**config.mk**
```make
export PLATFORM = sky130hd
export DESIGN_NAME = event_stream_deframer
export DESIGN_NICKNAME = d
export VERILOG_FILES = /design/src/design/esd_pkg.sv /design/src/design/esd_parser.sv /design/src/design/esd_result_fifo.sv /design/src/design/event_stream_deframer.sv
export VERILOG_INCLUDE_DIRS = /design/src /design/src/design
export SDC_FILE = /design/constraint.sdc
export NUM_CORES = 1
export LEC_CHECK = 0
export BUFFER_PORTS_ARGS = -buffer_cell sky130_fd_sc_hd__buf_4
export CORE_MARGIN = 2
export CORE_UTILIZATION = 34
export DETAILED_ROUTE_END_ITERATION = 10
export PLACE_DENSITY = 0.48
export SETUP_SLACK_MARGIN = 0.5
export SYNTH_ARGS = -nofsm -noshare
export SYNTH_HDL_FRONTEND = slang
export SYNTH_HIERARCHICAL = 1
export SYNTH_SLANG_ARGS = --single-unit
```
**constraint.sdc**
```tcl
create_clock -name aclk -period 6.8 [get_ports aclk]
set_input_delay 0.34 -clock aclk [delete_from_list [all_inputs] [get_ports aclk]]
set_output_delay 0.34 -clock aclk [all_outputs]
set_load 0.1 [all_outputs]
```
**src/design/assert_macros.svh**
```systemverilog
// Assertion macros used by the top-level design file.
`ifndef ASSERT_MACROS_SVH
`define ASSERT_MACROS_SVH
`ifndef SYNTHESIS
// Expression must hold at every clock edge out of reset.
`define ASSERT_ALWAYS(label, clk, rstn, expr) \
    label: assert property (@(posedge clk) disable iff (!(rstn)) (expr)) \
        else $error("assertion failed");
// Antecedent implies consequent in the same cycle.
`define ASSERT_IMPLIES(label, clk, rstn, ante, cons) \
    label: assert property (@(posedge clk) disable iff (!(rstn)) (ante) |-> (cons)) \
        else $error("assertion failed");
// Antecedent implies consequent in the next cycle.
`define ASSERT_NEXT(label, clk, rstn, ante, cons) \
    label: assert property (@(posedge clk) disable iff (!(rstn)) (ante) |=> (cons)) \
        else $error("assertion failed");
`else
`define ASSERT_ALWAYS(label, clk, rstn, expr)
`define ASSERT_IMPLIES(label, clk, rstn, ante, cons)
`define ASSERT_NEXT(label, clk, rstn, ante, cons)
`endif
`endif

```
**src/design/esd_pkg.sv**
```systemverilog
// Types, codes and the CRC-32 byte step for the event stream deframer.
package esd_pkg;

    localparam logic [1:0] KIND_NAME    = 2'd0;
    localparam logic [1:0] KIND_VALUE   = 2'd1;
    localparam logic [1:0] KIND_PAYLOAD = 2'd2;
    localparam logic [1:0] KIND_STATUS  = 2'd3;

    localparam logic [2:0] STATUS_OK        = 3'd0;
    localparam logic [2:0] STATUS_SHORT     = 3'd1;
    localparam logic [2:0] STATUS_PRELUDE   = 3'd2;
    localparam logic [2:0] STATUS_MSG_CRC   = 3'd3;
    localparam logic [2:0] STATUS_MALFORMED = 3'd4;

    localparam logic [32:0] MIN_MESSAGE_LEN = 33'd16;
    localparam logic [31:0] PRELUDE_LEN     = 32'd12;
    localparam logic [31:0] CRC_ALL_ONES    = 32'hffff_ffff;
    localparam logic [31:0] CRC_POLY        = 32'hedb8_8320;

    typedef struct packed {
        logic [1:0] kind;
        logic [7:0] data;
        logic [7:0] hdr_type;
        logic       field_end;
        logic [2:0] status;
        logic       last;
    } result_t;

    // Up to two results from one accepted item, first in order first.
    typedef struct packed {
        logic [1:0] count;
        result_t    first;
        result_t    second;
    } push_t;

    // Reflected CRC-32, one byte.
    function automatic logic [31:0] crc32_byte(input logic [31:0] crc_in,
                                               input logic [7:0]  data);
        logic [31:0] c;
        c = crc_in ^ {24'd0, data};
        for (int i = 0; i < 8; i++) begin
            c = (c >> 1) ^ (CRC_POLY & {32{c[0]}});
        end
        return c;
    endfunction

endpackage

```
**src/design/esd_parser.sv**
```systemverilog
// Delay window, CRC and header parsing; produces up to two results per item.
module esd_parser (
    input  logic             aclk,
    input  logic             aresetn,
    input  logic             accept,
    input  logic [7:0]       data_byte,
    input  logic             end_of_message,
    output esd_pkg::push_t   push
);

    typedef enum logic [2:0] {
        PH_NAME_LEN,
        PH_NAME,
        PH_TYPE,
        PH_VLEN_HI,
        PH_VLEN_LO,
        PH_VALUE
    } phase_t;

    logic [31:0] pos_reg,   pos_next;
    logic [7:0]  win_reg [4];
    logic [7:0]  win_next [4];
    logic [2:0]  fill_reg,  fill_next;
    logic [31:0] crc_reg,   crc_next;
    logic [31:0] pcalc_reg, pcalc_next;
    logic [31:0] precv_reg, precv_next;
    logic [31:0] hlen_reg,  hlen_next;
    phase_t      phase_reg, phase_next;
    logic [15:0] rem_reg,   rem_next;
    logic [7:0]  type_reg,  type_next;
    logic        herr_reg,  herr_next;

    logic [7:0]      leaving;
    logic [31:0]     rel;
    logic [15:0]     vlen;
    logic [32:0]     size;
    logic [32:0]     hdr_end;
    logic [31:0]     recv;
    logic            byte_out;
    esd_pkg::result_t byte_res;
    esd_pkg::result_t stat_res;

    always_comb begin
        pos_next   = pos_reg;
        win_next   = win_reg;
        fill_next  = fill_reg;
        crc_next   = crc_reg;
        pcalc_next = pcalc_reg;
        precv_next = precv_reg;
        hlen_next  = hlen_reg;
        phase_next = phase_reg;
        rem_next   = rem_reg;
        type_next  = type_reg;
        herr_next  = herr_reg;
        leaving    = win_reg[0];
        rel        = pos_reg - esd_pkg::PRELUDE_LEN;
        vlen       = {rem_reg[15:8], data_byte};
        byte_out   = 1'b0;
        byte_res   = '0;

        if (fill_reg[2]) begin
            vlen        = {rem_reg[15:8], leaving};
            win_next[0] = win_reg[1];
            win_next[1] = win_reg[2];
            win_next[2] = win_reg[3];
            win_next[3] = data_byte;
            crc_next    = esd_pkg::crc32_byte(crc_reg, leaving);
            if (pos_reg < 32'd4) begin
                // total length: covered by the CRCs only
            end else if (pos_reg < 32'd8) begin
                hlen_next = {hlen_reg[23:0], leaving};
                if (pos_reg == 32'd7) begin
                    pcalc_next = crc_next ^ esd_pkg::CRC_ALL_ONES;
                end
            end else if (pos_reg < esd_pkg::PRELUDE_LEN) begin
                precv_next = {precv_reg[23:0], leaving};
            end else if (rel < hlen_reg) begin
                unique case (phase_reg)
                    PH_NAME_LEN: begin
                        rem_next   = {8'd0, leaving};
                        phase_next = (leaving != 8'd0) ? PH_NAME : PH_TYPE;
                    end
                    PH_NAME: begin
                        byte_out           = 1'b1;
                        byte_res.kind      = esd_pkg::KIND_NAME;
                        byte_res.data      = leaving;
                        byte_res.field_end = (rem_reg == 16'd1);
                        rem_next           = rem_reg - 16'd1;
                        if (rem_reg == 16'd1) begin
                            phase_next = PH_TYPE;
                        end
                    end
                    PH_TYPE: begin
                        type_next  = leaving;
                        phase_next = PH_VLEN_HI;
                    end
                    PH_VLEN_HI: begin
                        rem_next   = {leaving, 8'd0};
                        phase_next = PH_VLEN_LO;
                    end
                    PH_VLEN_LO: begin
                        rem_next   = vlen;
                        phase_next = (vlen != 16'd0) ? PH_VALUE : PH_NAME_LEN;
                    end
                    PH_VALUE: begin
                        byte_out           = 1'b1;
                        byte_res.kind      = esd_pkg::KIND_VALUE;
                        byte_res.data      = leaving;
                        byte_res.hdr_type  = type_reg;
                        byte_res.field_end = (rem_reg == 16'd1);
                        rem_next           = rem_reg - 16'd1;
                        if (rem_reg == 16'd1) begin
                            phase_next = PH_NAME_LEN;
                        end
                    end
                    default: phase_next = PH_NAME_LEN;
                endcase
                // header region ends mid-header
                if ((rel == hlen_reg - 32'd1) && (phase_next != PH_NAME_LEN)) begin
                    herr_next = 1'b1;
                end
            end else begin
                byte_out      = 1'b1;
                byte_res.kind = esd_pkg::KIND_PAYLOAD;
                byte_res.data = leaving;
            end
            if (pos_reg != 32'hffff_ffff) begin
                pos_next = pos_reg + 32'd1;
            end
        end else begin
            win_next[fill_reg[1:0]] = data_byte;
            fill_next               = fill_reg + 3'd1;
        end
    end

    // End status, from the state as left by this item.
    always_comb begin
        size    = {1'b0, pos_next} + {30'd0, fill_next};
        hdr_end = {1'b0, esd_pkg::PRELUDE_LEN} + {1'b0, hlen_next};
        recv    = {win_next[0], win_next[1], win_next[2], win_next[3]};
        stat_res      = '0;
        stat_res.kind = esd_pkg::KIND_STATUS;
        stat_res.last = 1'b1;
        priority if (size < esd_pkg::MIN_MESSAGE_LEN) begin
            stat_res.status = esd_pkg::STATUS_SHORT;
        end else if (pcalc_next != precv_next) begin
            stat_res.status = esd_pkg::STATUS_PRELUDE;
        end else if (recv != (crc_next ^ esd_pkg::CRC_ALL_ONES)) begin
            stat_res.status = esd_pkg::STATUS_MSG_CRC;
        end else if (herr_next || ({1'b0, pos_next} < hdr_end)) begin
            stat_res.status = esd_pkg::STATUS_MALFORMED;
        end else begin
            stat_res.status = esd_pkg::STATUS_OK;
        end
    end

    always_comb begin
        push        = '0;
        push.first  = byte_out ? byte_res : stat_res;
        push.second = stat_res;
        if (accept) begin
            push.count = {1'b0, byte_out} + {1'b0, end_of_message};
        end
    end

    always_ff @(posedge aclk) begin
        if (!aresetn || (accept && end_of_message)) begin
            pos_reg   <= '0;
            win_reg   <= '{default: 8'd0};
            fill_reg  <= '0;
            crc_reg   <= esd_pkg::CRC_ALL_ONES;
            pcalc_reg <= '0;
            precv_reg <= '0;
            hlen_reg  <= '0;
            phase_reg <= PH_NAME_LEN;
            rem_reg   <= '0;
            type_reg  <= '0;
            herr_reg  <= 1'b0;
        end else if (accept) begin
            pos_reg   <= pos_next;
            win_reg   <= win_next;
            fill_reg  <= fill_next;
            crc_reg   <= crc_next;
            pcalc_reg <= pcalc_next;
            precv_reg <= precv_next;
            hlen_reg  <= hlen_next;
            phase_reg <= phase_next;
            rem_reg   <= rem_next;
            type_reg  <= type_next;
            herr_reg  <= herr_next;
        end
    end

endmodule

```
**src/design/esd_result_fifo.sv**
```systemverilog
// Result queue taking up to two items a cycle and giving one while out_ready is high.
module esd_result_fifo #(
    parameter int DEPTH = 4
) (
    input  logic             aclk,
    input  logic             aresetn,
    input  esd_pkg::push_t   push,
    output logic             space_for_two,
    output logic             out_valid,
    input  logic             out_ready,
    output esd_pkg::result_t out_item
);

    localparam int PW = $clog2(DEPTH);
    localparam int CW = $clog2(DEPTH + 1);

    esd_pkg::result_t mem_reg [DEPTH];
    logic [PW-1:0] wr_ptr_reg, wr_ptr_next;
    logic [PW-1:0] rd_ptr_reg, rd_ptr_next;
    logic [CW-1:0] count_reg,  count_next;
    logic [PW-1:0] wr_ptr1, wr_ptr2;
    logic          pop;

    always_comb begin
        pop     = out_valid && out_ready;
        wr_ptr1 = (wr_ptr_reg == PW'(DEPTH - 1)) ? '0 : wr_ptr_reg + PW'(1);
        wr_ptr2 = (wr_ptr1 == PW'(DEPTH - 1)) ? '0 : wr_ptr1 + PW'(1);
        unique case (push.count)
            2'd1:    wr_ptr_next = wr_ptr1;
            2'd2:    wr_ptr_next = wr_ptr2;
            default: wr_ptr_next = wr_ptr_reg;
        endcase
        rd_ptr_next = rd_ptr_reg;
        if (pop) begin
            rd_ptr_next = (rd_ptr_reg == PW'(DEPTH - 1)) ? '0 : rd_ptr_reg + PW'(1);
        end
        count_next = count_reg + CW'(push.count) - CW'(pop);
    end

    assign space_for_two = (count_reg <= CW'(DEPTH - 2));
    assign out_valid     = (count_reg != '0);
    assign out_item      = mem_reg[rd_ptr_reg];

    always_ff @(posedge aclk) begin
        if (push.count != 2'd0) begin
            mem_reg[wr_ptr_reg] <= push.first;
        end
        if (push.count == 2'd2) begin
            mem_reg[wr_ptr1] <= push.second;
        end
    end

    always_ff @(posedge aclk) begin
        if (!aresetn) begin
            wr_ptr_reg <= '0;
            rd_ptr_reg <= '0;
            count_reg  <= '0;
        end else begin
            wr_ptr_reg <= wr_ptr_next;
            rd_ptr_reg <= rd_ptr_next;
            count_reg  <= count_next;
        end
    end

endmodule

```
**src/design/event_stream_deframer.sv**
```systemverilog
// Top level of the event stream deframer: byte parser feeding a result queue.
// Results: an accepted item's results are queued and leave through m_ in order.
// Throughput: one item per cycle while two results fit; an end item with a byte
// result pushes two, and the FIFO_DEPTH-entry queue drains one per cycle on m_ready.
// Reset: synchronous active-low aresetn clears parser state and empties the queue.
`include "assert_macros.svh"
module event_stream_deframer #(
    parameter int FIFO_DEPTH = 4
) (
    input  logic       aclk,
    input  logic       aresetn,
    input  logic       s_valid,
    output logic       s_ready,
    input  logic [7:0] s_data_byte,
    input  logic       s_end_of_message,
    output logic       m_valid,
    input  logic       m_ready,
    output logic [1:0] m_kind,
    output logic [7:0] m_out_byte,
    output logic [7:0] m_value_type,
    output logic       m_field_end,
    output logic [2:0] m_status,
    output logic       m_last
);

    // input item accepted this cycle
    logic             accept;
    esd_pkg::push_t   push;
    esd_pkg::result_t head;
    // head item decodes for the checks below
    logic             head_is_status;
    logic             head_status_ok;

    assign accept = s_valid && s_ready;

    // window, CRC and header tagging; state moves on with each item
    esd_parser u_parser (
        .aclk           (aclk),
        .aresetn        (aresetn),
        .accept         (accept),
        .data_byte      (s_data_byte),
        .end_of_message (s_end_of_message),
        .push           (push)
    );

    // ready whenever the queue has room for the worst case of two results
    esd_result_fifo #(
        .DEPTH (FIFO_DEPTH)
    ) u_fifo (
        .aclk          (aclk),
        .aresetn       (aresetn),
        .push          (push),
        .space_for_two (s_ready),
        .out_valid     (m_valid),
        .out_ready     (m_ready),
        .out_item      (head)
    );

    assign m_kind       = head.kind;
    assign m_out_byte   = head.data;
    assign m_value_type = head.hdr_type;
    assign m_field_end  = head.field_end;
    assign m_status     = head.status;
    assign m_last       = head.last;

    assign head_is_status = (m_kind == esd_pkg::KIND_STATUS);
    assign head_status_ok = (m_status == esd_pkg::STATUS_OK);

    // status item is always the last of a message, and only it
    `ASSERT_IMPLIES(a_last_is_status, aclk, aresetn, m_valid, m_last == head_is_status)
    // byte items carry no status, status items no byte
    `ASSERT_IMPLIES(a_status_no_byte, aclk, aresetn, m_valid && m_last, m_out_byte == 8'd0)
    `ASSERT_IMPLIES(a_byte_no_status, aclk, aresetn, m_valid && !m_last, head_status_ok)
    // an accepted end item always leaves a result queued
    `ASSERT_NEXT(a_end_queued, aclk, aresetn, accept && s_end_of_message, m_valid)

endmodule
```
* After elaboration in Yosys (flattened, before gate mapping)
Memory sizes are Yosys's and may differ from the RTL's. A register that Yosys moved wholly into a read port is not among the register bits.
Index checks and enable logic that the tools add are counted.
** Operators by class
- Equal/unequal tests :: 16
- $add $sub $neg :: 13
- Order comparisons :: 9
- Reductions and logical operators :: 22
- Muxes and demuxes :: 67
- Bitwise operators :: 16
** Operators by type and width (number)
- 2-to-1 mux 32 bit :: 15
- XOR 31 x 32 -> 32 bit :: 8
- 2-to-1 mux 19 bit :: 4
- less-than comparator 32 x 4 -> 1 bit (second input constant) :: 2
- inequality test 32 bit :: 2
- NOT 32 bit :: 2
- one-hot mux 16 bit (4 select lines) :: 1
- 2-to-1 mux 3 bit :: 13
- adder 32 x 3 -> 33 bit :: 1
- adder 4 x 32 -> 33 bit (first input constant) :: 1
- less-than comparator 32 x 33 -> 1 bit :: 1
- less-than comparator 33 x 5 -> 1 bit (second input constant) :: 1
- adder 32 x 1 -> 32 bit (second input constant) :: 1
- bitwise mux 32 bit :: 1
- == test 32 x 3 -> 1 bit (second input constant) :: 1
- == test 32 bit :: 1
- less-than comparator 32 x 3 -> 1 bit (second input constant) :: 1
- less-than comparator 32 bit :: 1
- inequality test 32 bit (second input constant) :: 1
- subtractor 32 x 1 -> 32 bit (second input constant) :: 1
- subtractor 32 x 4 -> 32 bit (second input constant) :: 1
- XOR 32 x 8 -> 32 bit :: 1
- 2-to-1 mux 23 bit :: 1
- one-hot mux 3 bit (6 select lines) :: 1
- other kinds (38) :: 80
** Word-level totals
- Output and inout port bits :: 25
- Logic and storage cells :: 162
- Memory bits (writable) :: 92
- Memories :: 1
- Input bits :: 13
- Bits in registers :: 230
** Memory list
- u_fifo.mem_reg :: depth 4, width 23, read ports 1, clocked after memory_dff 1, wr ports 2, line esd_result_fifo.sv:17 : esd_pkg::result_t mem_reg [DEPTH];

* Depth between registers and ports, before layout
- Depth in word-level cells :: 22
- Mapped depth :: 27

* By module
Netlist, hierarchy kept.
** Modules (own cells, without submodules)
- esd_parser :: times used 1, area an instance 18153.7 sq um, cells an instance 2411
- esd_result_fifo :: times used 1, area an instance 5388.9 sq um, cells an instance 291
- event_stream_deframer :: times used 1, area an instance 6.3 sq um, cells an instance 1

* Worst setup path after synthesis
No wires, ideal clock.
- Path kind :: flip-flop to flip-flop
- Start point :: register u_parser.pos_reg[8]
- End point :: memory u_fifo/mem_reg[0][0] in the netlist's numbering, enable pin
- Path buffers :: 4
- Data required time :: 6365 ps
- Stages on the path, launching flop included :: 22
- Slack :: 108 ps
- Arrival :: 6257 ps
- Path through :: dfxtp_1 buf_6 or3_1 buf_2 or3_1 buf_6 or4_1 clkbuf_1 nor4_2 xor2_1 ha_1 nand4_1 nor4_1 o21ai_0 a311oi_1 nor3_1 a21oi_1 ha_1 and2_1 inv_1 ha_1 o21ai_0
** RTL lines
- from (decl) :: line esd_parser.sv:20 : logic [31:0] pos_reg, pos_next;
- from (signal assigned) :: line esd_parser.sv:180 : pos_reg <= pos_next;
- to (decl) :: line esd_result_fifo.sv:17

==> results.cfg <==
[outcome]
outcome = finished, final reports clean

[placed_design]
placed_area_um2 = 24700
dp.final_hpwl_mm = 55.5
place_congestion = 0.910
io_buffers = 37

[synth]
ys_seq_area_frac = 0.315
ys_types = 93
netlist_area_um2 = 23500
syn_avg_cell_area_um2 = 8.71
synth-seq-cells = 324
syn_inst = 2703
ys_warn_count = 6
synth_edf_count = 92
synth-main-ff-cell = dfxtp_1
postSynth.asyncResetShare = 0

[pwr]
power.leakage_nw = 9.66
power_mw = 6.05
peakVddDrop_mv = 0.207
power_density_nw_per_um2 = 232

[timing]
max_slew_margin = 0.179
skew_ns = 0.0188
rsz0062_at_grt = no
fmax_mhz = 169
tns_ns = 0
post-route-min-period_ns = 5.93
finalHoldViolCount = 0
post-route-period-util = 0.872
maxSlewViolCount = 0
setup_viol = 0
worst_pin_slew_ns = 1.23

[global_route]
track_usage = 0.213
top_usage_layer = met2
grt_overflow = 0
grt_pass1_wl_mm = 118
grt_max_degree = 75
grt.met1_usage = 0.288
grt_use_met3 = 0.0234
grt_pass1_vias = 19400
met2_usage = 0.361
antenna_found_initial = 0

[cells_and_area]
nFillCells = 6980
drive_gt1_frac = 0.132
largest_reg_flops = 92
register_area_um2 = 7410
fin_nets = 2779
antenna_cells = 0
multi_input_area_um2 = 15000
syn2layout_area_growth_pct = 10.6
postLayoutCellArea_um2 = 26100

[worst_setup_path]
worstRegToRegCells = 19
crit_type = register to register
r2r-start = u_parser/pos_reg[12]
cp-end-kind = register
critPathMaxStageDelay_ns = 0.60
worstPathRequired_ns = 7.11
timing.rr.end = u_fifo/mem_reg[0][7]
critPathSlowestCell = or4_4
cp_cell_sequence = or4_1 -> or3_1 -> or4_4 -> nor4_2 -> xor2_1 -> ha_1 -> nand4_1 -> nor4_2 -> o21ai_0 -> a311oi_2 -> nor3_2 -> a21oi_2 -> ha_1 -> and2_1 -> inv_1 -> ha_2 -> nand2_4 -> buf_4 -> mux2_4
critPathArrivalTime_ns = 6.24
r2r_setup_slack_ns = 0.87
path_max_fanout = 14
setup.worst_path.start_class = register

[clock_network]
htreeDepth = 2
clk_pin_slew_ns = 0.06
clkLatencyLatePin_ns = 0.57
cts_tree = done
root_buffer = clkbuf_16
clock_sinks = 324
numCtsBuffers = 41
clock_path_buffers = 3

[routing]
num_vias = 19700
wl_per_cell_um = 21.0
viasPerCell = 5.41
route.detailed.drc = 0
dr.pass1.iters = 6
drt_wl_total_mm = 76.2
drtIter0Drc = 1746
ant_nets = 0

[floorplan]
die_area_um2 = 71400
fp-row-count = 96
start_util = 0.343
core_region_area_um2 = 68600
die_w_um = 267
die_h_um = 267
num_io_pins = 38

[hold_path]
holdPathStages = 3
min_path_type = primary input to register
whs_endpoint = u_parser/win_reg[7]
worstHoldStart = s_data_byte[7]

[job]
cap_violations = 0
-- layer usage --
metal	up-vias	routed length (um)
met4	0	1790
met5	-	0
met2	523	36600
met1	9560	34700
met3	104	3130
li1	9495	-
-- worst max path at each step --
stage                    startpoint                    end  slack, ns  cells after the start
2_1_floorplan   u_parser/pos_reg[8]   u_fifo/mem_reg[0][0]       0.11                     21
3_3_place_gp   u_parser/pos_reg[12]   u_fifo/mem_reg[1][8]       0.37                     20
3_5_place_dp   u_parser/pos_reg[12]  u_fifo/mem_reg[1][14]       0.27                     19
4_1_cts        u_parser/pos_reg[12]   u_fifo/mem_reg[0][7]       0.53                     20
5_1_grt        u_parser/pos_reg[12]   u_fifo/mem_reg[0][7]       0.47                     19
6_report       u_parser/pos_reg[12]   u_fifo/mem_reg[0][7]       0.87                     19
-- where the power goes --
part           internal, mW  switching, mW
clock network          1.27          0.876
registers              2.04         0.0661
logic                 0.576           1.22
total                  3.89           2.16
-- through the flow --
stage          utilization  std cells  hold slack (ns)  setup slack, ns
6_report             0.380       3636           0.0861            0.867
5_1_grt              0.380       3636           0.0888            0.468
4_1_cts              0.379       3634           0.0670            0.531
3_5_place_dp         0.360       3561            0.445            0.266
3_3_place_gp         0.360       3561            0.439            0.372
2_1_floorplan            -       2721            0.431            0.108
-- worst max-delay path: cells and delay by family (launching register included) --
kind | cells | cell delay (ns)
buf+inv | 2 | 0.37
compound gates | 3 | 0.72
xor+xnor | 1 | 0.15
fa+ha+maj | 3 | 0.93
simple gates | 9 | 2.86
flops | 1 | 0.31
mux | 1 | 0.31
-- layout make-up --
class	instances	area share
multi-input combinational	2109	0.575
tap	931	0.0447
sequential	324	0.285
timing repair buffer	117	0.0339
inverter	82	0.0118
clock inverter	9	0.00471
clock buffer	64	0.0451
-- what timing repair did --
item | CTS | global route
pin swaps | 0 | 2
setup buffers | 0 | 2
hold buffers | 0 | 0
resized for setup | 4 | 14
setup endpoints to repair | 145 | 148
-- layout by cell type, fill, tap and decap left out, types with 8 or more instances in the layout --
| cell | n |
|---|---|
| a211oi_1 | 17 |
| a21o_1 | 13 |
| a21oi_1 | 174 |
| a221oi_1 | 8 |
| a22oi_1 | 14 |
| a31oi_1 | 9 |
| and2_1 | 25 |
| and3_1 | 12 |
| and4_1 | 8 |
| buf_4 | 116 |
| clkbuf_1 | 18 |
| clkbuf_16 | 42 |
| conb_1 | 20 |
| dfxtp_1 | 230 |
| edfxtp_1 | 92 |
| ha_1 | 89 |
| inv_1 | 80 |
| mux2_2 | 26 |
| mux2_4 | 76 |
| mux2i_1 | 117 |
| mux4_2 | 23 |
| nand2_1 | 313 |
| nand2b_1 | 15 |
| nand3_1 | 58 |
| nand4_1 | 39 |
| nor2_1 | 255 |
| nor2b_1 | 13 |
| nor3_1 | 80 |
| nor4_1 | 44 |
| nor4_2 | 10 |
| o211ai_1 | 36 |
| o21a_1 | 11 |
| o21ai_0 | 103 |
| o31ai_1 | 10 |
| or3_1 | 20 |
| or4_1 | 24 |
| xnor2_1 | 203 |
| xor2_1 | 102 |
-- cells in the mapped netlist (14+ instances only) --
cell type,number,area [um2]
ha_1,90,1130
xnor2_1,203,1780
o21ai_0,108,541
or4_1,25,188
a21oi_1,175,876
nor3_1,81,405
a22oi_1,14,105
nand4_1,39,244
edfxtp_1,92,2760
mux2_2,26,293
and2_1,26,163
o211ai_1,36,270
nand2_1,315,1180
xor2_1,102,893
nand2b_1,15,93.8
nor4_1,49,307
a211oi_1,18,135
nand3_1,58,290
inv_1,80,300
nor2_1,257,965
mux4_2,23,518
mux2_4,76,1140
dfxtp_1,232,4640
mux2i_1,117,1170
clkbuf_1,142,533
or3_1,21,131
buf_4,23,173
-- kinds of logic (layout without fill, tap and decap cells) --
family          count (synthesis)  in the layout  share of synthesized area
simple gates                  966            966                      0.196
buf+inv                       288            272                     0.0564
fa+ha+maj                      91             91                     0.0487
other cells                     2             20                   0.000319
compound gates                470            470                      0.125
flops                         324            324                      0.315
xor+xnor                      319            319                      0.126
mux                           243            243                      0.134
(Power assumes the default switching activity.)
